--- src/rtl/spx_pkg.sv ---
// Shared types and constants of the servo pulse sequencer.
// Holds op codes, register indexes, reset values, the config struct and the width clamp.
// No dependencies.
package spx_pkg;

    // Input op codes
    localparam logic [1:0] OP_TICK  = 2'd0;
    localparam logic [1:0] OP_WRITE = 2'd1;
    localparam logic [1:0] OP_COUNT = 2'd2;

    // Register indexes on the APB port (byte address = 4 * index)
    localparam logic [1:0] REG_FRAME = 2'd0;
    localparam logic [1:0] REG_MIN   = 2'd1;
    localparam logic [1:0] REG_MAX   = 2'd2;

    localparam int APB_AW = 4;

    // Register reset values
    localparam logic [15:0] FRAME_RST = 16'd20000;
    localparam logic [15:0] MIN_RST   = 16'd500;
    localparam logic [15:0] MAX_RST   = 16'd2500;

    typedef struct packed {
        logic [15:0] frame_period_us;
        logic [15:0] min_pulse_us;
        logic [15:0] max_pulse_us;
    } spx_cfg_t;

    typedef enum logic [1:0] {
        ST_RUN,
        ST_SWEEP,
        ST_APPLY
    } seq_state_t;

    // Raise a request below min to min, else lower one above max to max
    function automatic logic [15:0] clamp_width(input logic [15:0] req, input spx_cfg_t regs);
        logic [15:0] w;
        if (req < regs.min_pulse_us) begin
            w = regs.min_pulse_us;
        end else if (req > regs.max_pulse_us) begin
            w = regs.max_pulse_us;
        end else begin
            w = req;
        end
        return w;
    endfunction

endpackage

--- src/rtl/spx_ram.sv ---
// Generic single-write, single-read RAM with registered read data.
// Read during write to the same address returns the old contents.
// No dependencies.
module spx_ram #(
    parameter int WIDTH = 8,
    parameter int DEPTH = 8,
    localparam int AW = (DEPTH > 1) ? $clog2(DEPTH) : 1
) (
    input  logic             aclk,
    input  logic             we,
    input  logic [AW-1:0]    waddr,
    input  logic [WIDTH-1:0] wdata,
    input  logic [AW-1:0]    raddr,
    output logic [WIDTH-1:0] rdata
);

    logic [WIDTH-1:0] mem [DEPTH];

    always_ff @(posedge aclk) begin
        if (we) begin
            mem[waddr] <= wdata;
        end
        rdata <= mem[raddr];
    end

endmodule

--- src/rtl/spx_cfg.sv ---
// APB register file of the servo pulse sequencer: frame period and pulse limits.
// Depends on spx_pkg for register indexes, reset values and the config struct.
module spx_cfg
    import spx_pkg::*;
(
    input  logic              aclk,
    input  logic              aresetn,
    input  logic              psel,
    input  logic              penable,
    input  logic              pwrite,
    input  logic [APB_AW-1:0] paddr,
    input  logic [31:0]       pwdata,
    output logic [31:0]       prdata,
    output logic              pready,
    output spx_cfg_t          regs
);

    spx_cfg_t regs_reg;
    logic     wr_fire;

    assign pready  = 1'b1;
    assign wr_fire = psel && penable && pwrite;
    assign regs    = regs_reg;

    // Write on the access cycle
    always_ff @(posedge aclk) begin
        if (!aresetn) begin
            regs_reg.frame_period_us <= FRAME_RST;
            regs_reg.min_pulse_us    <= MIN_RST;
            regs_reg.max_pulse_us    <= MAX_RST;
        end else if (wr_fire) begin
            unique case (paddr[3:2])
                REG_FRAME: regs_reg.frame_period_us <= pwdata[15:0];
                REG_MIN:   regs_reg.min_pulse_us    <= pwdata[15:0];
                REG_MAX:   regs_reg.max_pulse_us    <= pwdata[15:0];
                default: begin
                end
            endcase
        end
    end

    // Read back
    always_comb begin
        unique case (paddr[3:2])
            REG_FRAME: prdata = {16'd0, regs_reg.frame_period_us};
            REG_MIN:   prdata = {16'd0, regs_reg.min_pulse_us};
            REG_MAX:   prdata = {16'd0, regs_reg.max_pulse_us};
            default:   prdata = 32'd0;
        endcase
    end

endmodule

--- src/rtl/spx_slot_store.sv ---
// Slot store: pin masks and pulse widths in RAM copies, one copy per read port.
// Valid bits make unwritten slots read as zero; same-cycle writes are forwarded.
// Depends on spx_ram.
module spx_slot_store #(
    parameter int SLOTS    = 8,
    parameter int PIN_BITS = 24,
    localparam int SAW = (SLOTS > 1) ? $clog2(SLOTS) : 1
) (
    input  logic                aclk,
    input  logic                aresetn,
    // write port
    input  logic                wr_en,
    input  logic [SAW-1:0]      wr_addr,
    input  logic [PIN_BITS-1:0] wr_mask,
    input  logic [15:0]         wr_width,
    // query port: width of the slot named by an item
    input  logic [SAW-1:0]      q_addr,
    output logic [15:0]         q_width,
    // current port: mask of the pulsing slot or the sweep entry
    input  logic [SAW-1:0]      c_addr,
    output logic [PIN_BITS-1:0] c_mask,
    // next port: mask and width of the slot raised next
    input  logic [SAW-1:0]      n_addr,
    output logic [PIN_BITS-1:0] n_mask,
    output logic [15:0]         n_width
);

    logic [SLOTS-1:0]    valid_reg;
    logic [PIN_BITS-1:0] wr_mask_reg;
    logic [15:0]         wr_width_reg;
    logic                q_hit_reg, c_hit_reg, n_hit_reg;
    logic                q_vld_reg, c_vld_reg, n_vld_reg;
    logic                q_hit, c_hit, n_hit;
    logic                q_live, c_live, n_live;
    logic [15:0]         q_ram_width, n_ram_width;
    logic [PIN_BITS-1:0] c_ram_mask, n_ram_mask;

    spx_ram #(.WIDTH(16), .DEPTH(SLOTS)) u_width_q (
        .aclk(aclk), .we(wr_en), .waddr(wr_addr), .wdata(wr_width),
        .raddr(q_addr), .rdata(q_ram_width)
    );

    spx_ram #(.WIDTH(16), .DEPTH(SLOTS)) u_width_n (
        .aclk(aclk), .we(wr_en), .waddr(wr_addr), .wdata(wr_width),
        .raddr(n_addr), .rdata(n_ram_width)
    );

    spx_ram #(.WIDTH(PIN_BITS), .DEPTH(SLOTS)) u_mask_c (
        .aclk(aclk), .we(wr_en), .waddr(wr_addr), .wdata(wr_mask),
        .raddr(c_addr), .rdata(c_ram_mask)
    );

    spx_ram #(.WIDTH(PIN_BITS), .DEPTH(SLOTS)) u_mask_n (
        .aclk(aclk), .we(wr_en), .waddr(wr_addr), .wdata(wr_mask),
        .raddr(n_addr), .rdata(n_ram_mask)
    );

    // Detect reads that collide with this cycle's write
    assign q_hit = wr_en && (wr_addr == q_addr);
    assign c_hit = wr_en && (wr_addr == c_addr);
    assign n_hit = wr_en && (wr_addr == n_addr);

    // An entry is live once written
    assign q_live = q_hit || ((32'(q_addr) < 32'(SLOTS)) && valid_reg[q_addr]);
    assign c_live = c_hit || ((32'(c_addr) < 32'(SLOTS)) && valid_reg[c_addr]);
    assign n_live = n_hit || ((32'(n_addr) < 32'(SLOTS)) && valid_reg[n_addr]);

    // Track written entries and register read qualifiers
    always_ff @(posedge aclk) begin
        if (!aresetn) begin
            valid_reg <= '0;
            q_vld_reg <= 1'b0;
            c_vld_reg <= 1'b0;
            n_vld_reg <= 1'b0;
            q_hit_reg <= 1'b0;
            c_hit_reg <= 1'b0;
            n_hit_reg <= 1'b0;
        end else begin
            if (wr_en) begin
                valid_reg[wr_addr] <= 1'b1;
            end
            q_vld_reg <= q_live;
            c_vld_reg <= c_live;
            n_vld_reg <= n_live;
            q_hit_reg <= q_hit;
            c_hit_reg <= c_hit;
            n_hit_reg <= n_hit;
        end
    end

    // Hold the write data for forwarding
    always_ff @(posedge aclk) begin
        wr_mask_reg  <= wr_mask;
        wr_width_reg <= wr_width;
    end

    // Select forwarded, stored or zero data
    assign q_width = !q_vld_reg ? 16'd0 : (q_hit_reg ? wr_width_reg : q_ram_width);
    assign c_mask  = !c_vld_reg ? '0 : (c_hit_reg ? wr_mask_reg : c_ram_mask);
    assign n_mask  = !n_vld_reg ? '0 : (n_hit_reg ? wr_mask_reg : n_ram_mask);
    assign n_width = !n_vld_reg ? 16'd0 : (n_hit_reg ? wr_width_reg : n_ram_width);

endmodule

--- src/rtl/servo_pulse_sequencer.sv ---
// Servo pulse sequencer top level: APB registers, slot store and the slot sequencer.
// Depends on spx_pkg, spx_cfg, spx_slot_store and spx_ram.
//
// The block drives servo pins one slot after another. Each input beat is a microsecond
// tick, a slot write (pin mask and a pulse width clamped to the min/max registers) or a new
// active slot count; every beat returns one result beat with the pin levels, the pulsing slot,
// a frame-gap flag and the stored width of the named slot. Slot masks and widths live in RAM
// with registered read data: the slot named by a beat is read while the beat is accepted,
// and the masks and width of the current and next slot are fetched ahead from the state the
// previous beat leaves, with write forwarding. An accepted beat waits in the execute stage
// register and its result is registered in the result register; the block sustains one beat
// per clock while results are taken. The one exception is changing a nonzero count to zero:
// the pins of every active slot are lowered by a pass through the mask RAM, one slot per
// cycle; that beat executes only after the sweep, and input is held off until it executes.
// No clearing pass follows reset: per-slot valid bits make unwritten slots read as zero.
module servo_pulse_sequencer
    import spx_pkg::*;
#(
    parameter int SLOTS    = 8,
    parameter int PIN_BITS = 24
) (
    input  logic              aclk,
    input  logic              aresetn,
    // configuration
    input  logic              psel,
    input  logic              penable,
    input  logic              pwrite,
    input  logic [APB_AW-1:0] paddr,
    input  logic [31:0]       pwdata,
    output logic [31:0]       prdata,
    output logic              pready,
    // input beats
    input  logic              s_valid,
    output logic              s_ready,
    input  logic [1:0]        s_op,
    input  logic [2:0]        s_slot,
    input  logic [23:0]       s_pin_mask,
    input  logic [15:0]       s_pulse_us,
    input  logic [3:0]        s_count,
    // result beats
    output logic              m_valid,
    input  logic              m_ready,
    output logic [23:0]       m_pins,
    output logic [3:0]        m_current_slot,
    output logic              m_in_gap,
    output logic [15:0]       m_slot_pulse_us
);

    localparam int SAW = (SLOTS > 1) ? $clog2(SLOTS) : 1;
    localparam int CW  = $clog2(SLOTS + 1);
    localparam logic [CW-1:0] SLOTS_C = CW'(SLOTS);

    // Slot that follows idx at a slot change; zero restarts the frame
    function automatic logic [CW-1:0] following_slot(input logic [CW-1:0] idx,
                                                     input logic [CW-1:0] act,
                                                     input logic [15:0]   sum,
                                                     input logic [15:0]   frame);
        logic [CW-1:0] nxt;
        if (idx >= act) begin
            nxt = '0;
        end else begin
            nxt = idx + 1'b1;
            if (nxt >= act && sum >= frame) begin
                nxt = '0;
            end
        end
        return nxt;
    endfunction

    spx_cfg_t regs;

    // Execute stage register
    logic                p_valid_reg;
    logic [1:0]          p_op_reg;
    logic [2:0]          p_slot_reg;
    logic [PIN_BITS-1:0] p_mask_reg;
    logic [15:0]         p_pulse_reg;
    logic [3:0]          p_count_reg;

    // Sequencer state
    seq_state_t          state_reg, state_next;
    logic [CW-1:0]       active_count_reg, active_count_next;
    logic [CW-1:0]       slot_index_reg, slot_index_next;
    logic [15:0]         ticks_reg, ticks_next;
    logic [15:0]         width_sum_reg, width_sum_next;
    logic [PIN_BITS-1:0] pins_reg, pins_next;
    logic [CW-1:0]       sweep_idx_reg, sweep_idx_next;

    // Result register
    logic                m_valid_reg;
    logic [23:0]         m_pins_reg;
    logic [3:0]          m_slot_reg;
    logic                m_gap_reg;
    logic [15:0]         m_pulse_reg;

    // Control and datapath
    logic                p_load, exec_fire, sweep_on, out_free;
    logic                p_in_range, p_stop;
    logic [CW-1:0]       cnt_sat, ev_index;
    logic [15:0]         width_new;
    logic [PIN_BITS-1:0] lower_mask;
    logic                wr_en;
    logic [SAW-1:0]      q_addr, c_addr, n_addr;
    logic [15:0]         q_width, n_width;
    logic [PIN_BITS-1:0] c_mask, n_mask;

    spx_cfg u_cfg (
        .aclk(aclk), .aresetn(aresetn),
        .psel(psel), .penable(penable), .pwrite(pwrite), .paddr(paddr), .pwdata(pwdata),
        .prdata(prdata), .pready(pready), .regs(regs)
    );

    spx_slot_store #(.SLOTS(SLOTS), .PIN_BITS(PIN_BITS)) u_store (
        .aclk(aclk), .aresetn(aresetn),
        .wr_en(wr_en), .wr_addr(SAW'(p_slot_reg)), .wr_mask(p_mask_reg), .wr_width(width_new),
        .q_addr(q_addr), .q_width(q_width),
        .c_addr(c_addr), .c_mask(c_mask),
        .n_addr(n_addr), .n_mask(n_mask), .n_width(n_width)
    );

    // Decode the beat in the execute stage
    assign out_free   = !m_valid_reg || m_ready;
    assign p_in_range = 32'(p_slot_reg) < 32'(SLOTS);
    assign cnt_sat    = (32'(p_count_reg) > 32'(SLOTS)) ? SLOTS_C : CW'(p_count_reg);
    assign p_stop     = (p_op_reg == OP_COUNT) && (cnt_sat == '0) && (active_count_reg != '0);
    assign width_new  = clamp_width(p_pulse_reg, regs);
    assign ev_index   = following_slot(slot_index_reg, active_count_reg, width_sum_reg,
                                       regs.frame_period_us);
    assign lower_mask = (slot_index_reg < active_count_reg) ? c_mask : '0;

    // Handshake
    assign s_ready = !p_valid_reg || exec_fire;
    assign p_load  = s_valid && s_ready;

    // FSM next state
    always_comb begin
        state_next = state_reg;
        unique case (state_reg)
            ST_RUN: begin
                if (p_valid_reg && p_stop) begin
                    state_next = ST_SWEEP;
                end
            end
            ST_SWEEP: begin
                if (sweep_idx_reg == active_count_reg - 1'b1) begin
                    state_next = ST_APPLY;
                end
            end
            ST_APPLY: begin
                if (out_free) begin
                    state_next = ST_RUN;
                end
            end
            default: state_next = ST_RUN;
        endcase
    end

    // FSM outputs
    always_comb begin
        exec_fire = 1'b0;
        sweep_on  = 1'b0;
        unique case (state_reg)
            ST_RUN:   exec_fire = p_valid_reg && !p_stop && out_free;
            ST_SWEEP: sweep_on  = 1'b1;
            ST_APPLY: exec_fire = out_free;
            default: begin
            end
        endcase
    end

    assign sweep_idx_next = (state_reg == ST_SWEEP) ? sweep_idx_reg + 1'b1 : '0;

    // Execute the beat and compute the next sequencer state
    always_comb begin
        wr_en             = 1'b0;
        active_count_next = active_count_reg;
        slot_index_next   = slot_index_reg;
        ticks_next        = ticks_reg;
        width_sum_next    = width_sum_reg;
        pins_next         = pins_reg;
        // lower one active slot per cycle during the stop pass
        if (sweep_on) begin
            pins_next = pins_reg & ~c_mask;
        end
        if (exec_fire) begin
            case (p_op_reg)
                OP_TICK: begin
                    if (active_count_reg != '0) begin
                        if (ticks_reg > 16'd1) begin
                            ticks_next = ticks_reg - 16'd1;
                        end else begin
                            slot_index_next = ev_index;
                            if (ev_index < active_count_reg) begin
                                ticks_next = n_width;
                                pins_next  = (pins_reg & ~lower_mask) | n_mask;
                            end else begin
                                ticks_next = regs.frame_period_us - width_sum_reg;
                                pins_next  = pins_reg & ~lower_mask;
                            end
                        end
                    end
                end
                OP_WRITE: begin
                    if (p_in_range) begin
                        wr_en          = 1'b1;
                        width_sum_next = width_sum_reg - q_width + width_new;
                    end
                end
                OP_COUNT: begin
                    if (cnt_sat == '0 && active_count_reg != '0) begin
                        // pins were already lowered by the stop pass
                        active_count_next = '0;
                        slot_index_next   = '0;
                        ticks_next        = 16'd0;
                    end else if (active_count_reg == '0 && cnt_sat != '0) begin
                        active_count_next = cnt_sat;
                        slot_index_next   = '0;
                        ticks_next        = n_width;
                        pins_next         = pins_reg | n_mask;
                    end else begin
                        active_count_next = cnt_sat;
                    end
                end
                default: begin
                end
            endcase
        end
    end

    // Read addresses: the beat's slot, and a look-ahead from the next state
    assign q_addr = p_load ? SAW'(s_slot) : SAW'(p_slot_reg);
    assign c_addr = (state_next == ST_SWEEP) ? SAW'(sweep_idx_next) : SAW'(slot_index_next);
    assign n_addr = SAW'(following_slot(slot_index_next, active_count_next, width_sum_next,
                                        regs.frame_period_us));

    // Control and state registers
    always_ff @(posedge aclk) begin
        if (!aresetn) begin
            p_valid_reg      <= 1'b0;
            state_reg        <= ST_RUN;
            active_count_reg <= '0;
            slot_index_reg   <= '0;
            ticks_reg        <= 16'd0;
            width_sum_reg    <= 16'd0;
            pins_reg         <= '0;
            sweep_idx_reg    <= '0;
            m_valid_reg      <= 1'b0;
        end else begin
            if (p_load) begin
                p_valid_reg <= 1'b1;
            end else if (exec_fire) begin
                p_valid_reg <= 1'b0;
            end
            state_reg        <= state_next;
            active_count_reg <= active_count_next;
            slot_index_reg   <= slot_index_next;
            ticks_reg        <= ticks_next;
            width_sum_reg    <= width_sum_next;
            pins_reg         <= pins_next;
            sweep_idx_reg    <= sweep_idx_next;
            if (exec_fire) begin
                m_valid_reg <= 1'b1;
            end else if (m_ready) begin
                m_valid_reg <= 1'b0;
            end
        end
    end

    // Payload registers
    always_ff @(posedge aclk) begin
        if (p_load) begin
            p_op_reg    <= s_op;
            p_slot_reg  <= s_slot;
            p_mask_reg  <= PIN_BITS'(s_pin_mask);
            p_pulse_reg <= s_pulse_us;
            p_count_reg <= s_count;
        end
        if (exec_fire) begin
            m_pins_reg  <= 24'(pins_next);
            m_slot_reg  <= 4'(slot_index_next);
            m_gap_reg   <= (active_count_next != '0) && (slot_index_next >= active_count_next);
            m_pulse_reg <= !p_in_range ? 16'd0 :
                           ((p_op_reg == OP_WRITE) ? width_new : q_width);
        end
    end

    assign m_valid         = m_valid_reg;
    assign m_pins          = m_pins_reg;
    assign m_current_slot  = m_slot_reg;
    assign m_in_gap        = m_gap_reg;
    assign m_slot_pulse_us = m_pulse_reg;

    // A stopped sequencer sits at slot zero with nothing counting
    assert property (@(posedge aclk) disable iff (!aresetn)
        (active_count_reg == '0) |-> (slot_index_reg == '0 && ticks_reg == 16'd0))
        else $error("stopped sequencer holds a slot or tick count");

    // The stop pass holds a beat and takes no new one
    assert property (@(posedge aclk) disable iff (!aresetn)
        (state_reg == ST_SWEEP) |-> (p_valid_reg && !s_ready && !exec_fire))
        else $error("beat moved during the stop pass");

    // Active count never exceeds the slot count
    assert property (@(posedge aclk) disable iff (!aresetn)
        active_count_reg <= SLOTS_C)
        else $error("active count above slot count");

    // A stop beat always passes through the sweep before it executes
    assert property (@(posedge aclk) disable iff (!aresetn)
        (state_reg == ST_RUN && p_valid_reg && p_stop) |=> (state_reg == ST_SWEEP))
        else $error("stop beat skipped the sweep");

endmodule
--- config.mk ---
export PLATFORM = sky130hd
export DESIGN_NAME = servo_pulse_sequencer
export DESIGN_NICKNAME = d
export VERILOG_FILES = /design/src/rtl/spx_pkg.sv /design/src/rtl/spx_ram.sv /design/src/rtl/spx_cfg.sv /design/src/rtl/spx_slot_store.sv /design/src/rtl/servo_pulse_sequencer.sv
export SDC_FILE = /design/constraint.sdc
export NUM_CORES = 1
export LEC_CHECK = 0
export BUFFER_PORTS_ARGS = -buffer_cell sky130_fd_sc_hd__buf_2
export CAP_MARGIN = 10
export CORE_ASPECT_RATIO = 0.9
export CORE_UTILIZATION = 30
export CTS_BUF_LIST = sky130_fd_sc_hd__clkbuf_16
export CTS_CLUSTER_SIZE = 28
export DETAILED_ROUTE_END_ITERATION = 10
export SLEW_MARGIN = 20
export SYNTH_ARGS = -nofsm -noshare
export SYNTH_HDL_FRONTEND = slang
export SYNTH_SLANG_ARGS = --single-unit
--- constraint.sdc ---
create_clock -name aclk -period 11 [get_ports aclk]
set_clock_uncertainty 0.2 [all_clocks]
set_input_delay 0 -clock aclk [delete_from_list [all_inputs] [get_ports aclk]]
set_output_delay 0 -clock aclk [all_outputs]
set_load 0.01 [all_outputs]
==> results.json, run 1 <==
{
  "status": "complete, no violations",
  "cp_slowest_cell": "a21oi_4",
  "firstDrtPassIters": 6,
  "grt_overflow": 0,
  "max_clock_freq_mhz": 102,
  "synth_cell_types": 81,
  "cts_inserted_buffers": 72,
  "rr_worst_depth": 33,
  "hp-class": "input port to register",
  "critical_path_arrival_ns": 10.18,
  "start_util_pct": 30.2,
  "synth_area_mm2": 0.0330,
  "setup-violations-final": 0,
  "synthCells": 3426,
  "cpPeakStageDelay_ns": 0.63,
  "ys_ff_latch": 668,
  "gr-usage-all-layers_pct": 17.6,
  "area_delta_synth_final_pct": 18.3,
  "start_kind": "register",
  "path_max_fanout": 52,
  "h-tree-depth": 3,
  "vdd_drop_max_uv": 102,
  "r2r_end": "u_store.u_mask_n.rdata[13]",
  "ys.warnings.count": 0,
  "dominantRegCellSynth": "edfxtp_1",
  "cap_violations": 0,
  "nNetsFinal": 3836,
  "worstMarginPinSlew_ns": 1.16,
  "hold_start": "s_slot[0]",
  "ios": 172,
  "die_h_um": 317,
  "max-slew-margin-rel_pct": 22.4,
  "grt_pass1_vias": 24900,
  "fill_cells": 10800,
  "drtIter0Drc": 2716,
  "portBuffers": 136,
  "vias_per_cell": 5.17,
  "grt_first_pass_wirelength_um": 151000,
  "postRouteAntennaNets": 0,
  "clkSlewWorstSetupHoldPaths_ns": 0.06,
  "cpMostUsedCell": "o21ai_0",
  "die_w_um": 352,
  "path_class": "register to register",
  "timing_hold_violations_final": 0,
  "maxSlewViolCount": 0,
  "antenna_found_initial": 6,
  "grt_max_degree": 98,
  "vias": 26600,
  "layout-drive-gt1-share_pct": 10.8,
  "rrSetupSlack_ns": 1.19,
  "min_period_over_period_pct": 89.2,
  "clk_latency_ns": 0.64,
  "critPathRequiredTime_ns": 11.37,
  "rr_startpoint": "u_cfg.regs[29]",
  "setup_tns_ns": 0,
  "place_congestion": 0.880,
  "die_area_mm2": 0.111,
  "hold_end": "p_slot_reg[0]",
  "post-dp-hpwl_um": 63400,
  "hold_depth": 4,
  "synth-edff-count": 411,
  "synth-async-reset-ratio_pct": 0,
  "p_per_area_mw_per_mm2": 154,
  "ys_seq_area_share_pct": 52.9,
  "rsz0062_at_grt": "no",
  "period_needed_ns": 9.81,
  "std_cell_rows": 115,
  "cts_tree": "done",
  "whs_ns": 0.0445,
  "wl_per_cell_um": 19.5,
  "coreArea_mm2": 0.109,
  "clockBufferDepth": 3,
  "power_leakage_nw": 14.7,
  "drt_wl_total_um": 100000,
  "cts_sinks": 668,
  "cts-root-buf": "clkbuf_16",
  "largest_reg_flops": 192,
  "avgSynthCellArea_um2": 9.64,
  "drc": 0,
  "end_kind": "register",
  "cts_resized": 0
}
[cell families (layout without fill, tap and decap cells)]
group | count (synthesis) | count (layout) | share of synthesized area (%)
AO/OA/AOI/OAI | 709 | 709 | 13.3
XOR/XNOR | 56 | 56 | 1.48
adder cells (fa/ha/maj) | 120 | 120 | 4.91
buffers and inverters | 354 | 595 | 4.49
flip-flops | 668 | 668 | 52.9
multiplexers | 140 | 140 | 4.41
other | 2 | 19 | 0.0227
AND/OR/NAND/NOR | 1377 | 1377 | 18.4
[critical path, delay by kind of cell, from the launching register on]
kind            cells  cell delay, ns
flops               1            0.38
simple gates        5            1.13
fa+ha+maj           4            1.51
buf+inv             4            1.30
xor+xnor            1            0.15
compound gates     19            5.00
[cells in the final DEF, fill, tap and decap left out, types with 35 or more instances in the layout]
cell type,count
inv_1,135
nor2_1,154
nand3_1,285
xnor2_1,35
nand2_1,734
o21ai_0,218
a21oi_1,154
dfxtp_1,256
edfxtp_1,411
o211ai_1,45
dlygate4sd3_1,140
buf_4,58
and2_1,45
mux2_2,40
o22ai_1,42
clkbuf_16,76
ha_1,104
o221ai_1,41
mux2i_1,93
buf_2,136
[how the worst max path moves through the flow]
| stage | start | to | depth (start not counted) |
|---|---|---|---|
| after floorplan | active_count_reg[0] | u_store.u_mask_n.mem[1][0] | 9 |
| after global placement | p_pulse_reg[9] | u_store.u_mask_n.rdata[22] | 32 |
| after detailed placement | p_pulse_reg[13] | u_store.u_mask_n.rdata[13] | 32 |
| after CTS | u_cfg.regs[29] | u_store.u_mask_n.rdata[13] | 33 |
| after global routing | u_cfg.regs[29] | u_store.u_mask_n.rdata[4] | 33 |
| final | u_cfg.regs[29] | u_store.u_mask_n.rdata[13] | 33 |
[routing by layer]
| layer | up-vias | track usage (%) | part of all wire [%] |
|---|---|---|---|
| met5 | - | 0 | 0.017 |
| met4 | 4 | 5.91 | 2.8 |
| met3 | 172 | 2.70 | 7.1 |
| met2 | 996 | 28.2 | 46 |
| met1 | 12800 | 24.2 | 44 |
| li1 | 12600 | - | - |
[per-stage QoR]
stage / instance area [um^2] / setup WS, ns / util, % / cells / total power, W
5_1_grt: 39100 / 0.679 / 35.8 / 5146 / 0.00624
4_1_cts: 39000 / 1.40 / 35.7 / 5143 / 0.00605
6_report: 39100 / 1.19 / 35.8 / 5146 / 0.00602
2_1_floorplan: 33100 / 2.25 / - / 3441 / 0.00336
3_5_place_dp: 35300 / 1.49 / 32.3 / 4871 / 0.00361
3_3_place_gp: 35300 / 1.54 / 32.3 / 4871 / 0.00360
[timing repair]
action / in CTS / in global routing
buffers inserted: 0 / 0
hold buffers: 140 / 0
hold endpoints to repair: 148 / 0
[layout make-up]
class,count,area [um^2],share of cell area (%)
clock inverter,56,444,1.14
clock buffer,76,1900,4.87
sequential,668,17500,44.7
multi-input combinational,2419,14300,36.7
antenna,2,5.00,0.0128
timing repair buffer,338,2600,6.64
tap,1462,1830,4.68
inverter,125,469,1.20
[power by group]
group / switching (W) / total, W / internal (W) / leakage (nW)
clock: 0.00103 / 0.00241 / 0.00138 / 1.21
combinational: 0.000497 / 0.000808 / 0.000311 / 7.58
sequential: 0.0000555 / 0.00280 / 0.00274 / 5.88
[synth_stat cells (all sizes together) (35+ instances only)]
library cell / count / share of area (%)
mux2: 41 / 1.4
dfxtp: 257 / 16
clkbuf: 157 / 1.8
o221ai: 42 / 1.1
xnor2: 35 / 0.93
buf: 72 / 1.3
o211ai: 45 / 1.0
ha: 104 / 3.9
and2: 47 / 0.90
edfxtp: 411 / 37
o22ai: 42 / 0.80
nand2: 736 / 8.4
a21oi: 157 / 2.4
nand3: 285 / 4.3
mux2i: 99 / 3.0
nor2: 156 / 1.8
o21ai: 252 / 3.8
inv: 122 / 1.4
Note: power is estimated with default switching activity, not from simulation.
==> inputs of run 2 (changes only) <==
Settings changed: PLACE_DENSITY set to 0.53, REMOVE_ABC_BUFFERS set to 1, SLEW_MARGIN 20 to unset.
==> run 2 against run 1 <==
Effect of this change:
- via count decreased by 1.7%
- clock power decreased by 2%
- non-clock buffer count increased by 2
- design area about the same
- sequential power about the same
- global-route usage increased by 0.33 points
- maximum frequency increased by 3.4%
- power decreased by 0.93%
- cell count increased by 0.14%
- highest routed layer unchanged
- hold slack got worse by 0.019 ns
- combinational power about the same
==> results.json, run 2 (same netlist as run 1, synthesis figures left out) <==
{
  "grt_pass1_vias": 25400,
  "std_cell_rows": 115,
  "nNetsFinal": 3841,
  "cts_setup_buffers": 0,
  "portBuffers": 136,
  "largest_reg_flops": 192,
  "rrSetupSlack_ns": 1.52,
  "grt_max_degree": 96,
  "die_h_um": 317,
  "drtIter0Drc": 2106,
  "cts_resized": 0,
  "hold_end": "u_cfg.regs[16]",
  "coreArea_mm2": 0.109,
  "path_class": "register to register",
  "cp_slowest_cell": "a21oi_1",
  "layout.cells.most_common": "nand2_1",
  "end_kind": "register",
  "h-tree-depth": 3,
  "hold_depth": 6,
  "r2r_end": "u_store.n_vld_reg",
  "cts_tree": "done",
  "vias_per_cell": 5.07,
  "drt_wl_total_um": 102000,
  "ctsHoldBuffers": 147,
  "vdd_drop_max_uv": 112,
  "setup-violations-final": 0,
  "maxSlewViolCount": 0,
  "clk_latency_ns": 0.65,
  "die_w_um": 352,
  "grt_overflow": 0,
  "start_kind": "register",
  "setup_tns_ns": 0,
  "power_leakage_nw": 14.7,
  "clkSlewWorstSetupHoldPaths_ns": 0.06,
  "status": "complete, no violations",
  "hold_start": "pwrite",
  "cts_inserted_buffers": 75,
  "place_congestion": 0.841,
  "cts-root-buf": "clkbuf_16",
  "cap_violations": 0,
  "path_max_fanout": 39,
  "final_cell_mix": "733 x nand2_1, 411 x edfxtp_1, 285 x nand3_1",
  "postRouteAntennaNets": 0,
  "whs_ns": 0.0251,
  "antenna_found_initial": 2,
  "gr-usage-all-layers_pct": 17.9,
  "vias": 26100,
  "period_needed_ns": 9.48,
  "max-slew-margin-rel_pct": 18.5,
  "placed_cell_area_mm2": 0.0353,
  "max_clock_freq_mhz": 105,
  "worstMarginPinSlew_ns": 1.22,
  "wl_per_cell_um": 19.8,
  "grt_first_pass_wirelength_um": 153000,
  "ios": 172,
  "drc": 0,
  "rr_startpoint": "p_pulse_reg[9]",
  "post-dp-hpwl_um": 60100,
  "start_util_pct": 30.2,
  "die_area_mm2": 0.111,
  "finish.instance_area_mm2": 0.0391,
  "cts_sinks": 668,
  "final_util_pct": 35.8,
  "cpPeakStageDelay_ns": 0.55,
  "critPathRequiredTime_ns": 11.33,
  "p_per_area_mw_per_mm2": 153,
  "rr_worst_depth": 34,
  "layout-drive-gt1-share_pct": 10.4,
  "clockBufferDepth": 3,
  "critical_path_arrival_ns": 9.81,
  "area_delta_synth_final_pct": 18.2,
  "rsz0062_at_grt": "no",
  "hp-class": "input port to register",
  "min_period_over_period_pct": 86.2,
  "timing_hold_violations_final": 0,
  "firstDrtPassIters": 6
}
## run 2: cell type report
class	instances	area [um^2]
repair buffers	340	2650
flip-flops and latches	668	17500
well taps	1462	1830
clock inverters	62	380
multi-input cells	2419	14300
inverters	125	469
diodes	1	2.50
fillers	10900	70200
clock buffers	76	1900
## run 2: worst max path at each step
stage,from,endpoint,slack (ns),cells after the start
after floorplan,p_pulse_reg[9],u_store.n_vld_reg,-1.51,30
after global placement,p_pulse_reg[9],u_store.n_vld_reg,1.53,34
after detailed placement,p_pulse_reg[9],u_store.n_vld_reg,1.59,34
final,p_pulse_reg[9],u_store.n_vld_reg,1.52,34
after CTS,p_pulse_reg[9],u_store.n_vld_reg,1.54,34
after global routing,p_pulse_reg[9],u_store.n_vld_reg,0.95,34
## run 2: critical path: cells and delay by family, from the launching register on
kind | cells | cell delay [ns]
XOR/XNOR | 1 | 0.15
multiplexers | 1 | 0.39
AND/OR/NAND/NOR | 7 | 1.25
AO/OA/AOI/OAI | 17 | 4.38
adder cells (fa/ha/maj) | 4 | 1.42
flip-flops | 1 | 0.44
buffers and inverters | 4 | 1.14
## run 2: per-layer routing
metal / routed length, um / share of wire [%] / vias up / track usage [%]
met5: 12 / 0.012 / - / 0
met4: 2600 / 2.6 / 2 / 5.61
met3: 5870 / 5.8 / 149 / 2.28
met2: 47800 / 47 / 830 / 29.9
met1: 45600 / 45 / 12600 / 24.2
li1: - / - / 12600 / -
## run 2: where the power goes
part	switching, W	internal, W	leakage, nW	total [W]
sequential	0.0000504	0.00274	5.88	0.00280
clock	0.00105	0.00131	1.20	0.00236
combinational	0.000497	0.000310	7.59	0.000807
total	0.00160	0.00436	14.7	0.00596
## run 2: metrics by stage
step / instances / total power (W) / worst slack [ns]
2_1_floorplan: 3212 / 0.00335 / -1.51
3_3_place_gp: 4866 / 0.00361 / 1.53
3_5_place_dp: 4866 / 0.00361 / 1.59
4_1_cts: 5151 / 0.00601 / 1.54
5_1_grt: 5152 / 0.00619 / 0.951
6_report: 5153 / 0.00596 / 1.52
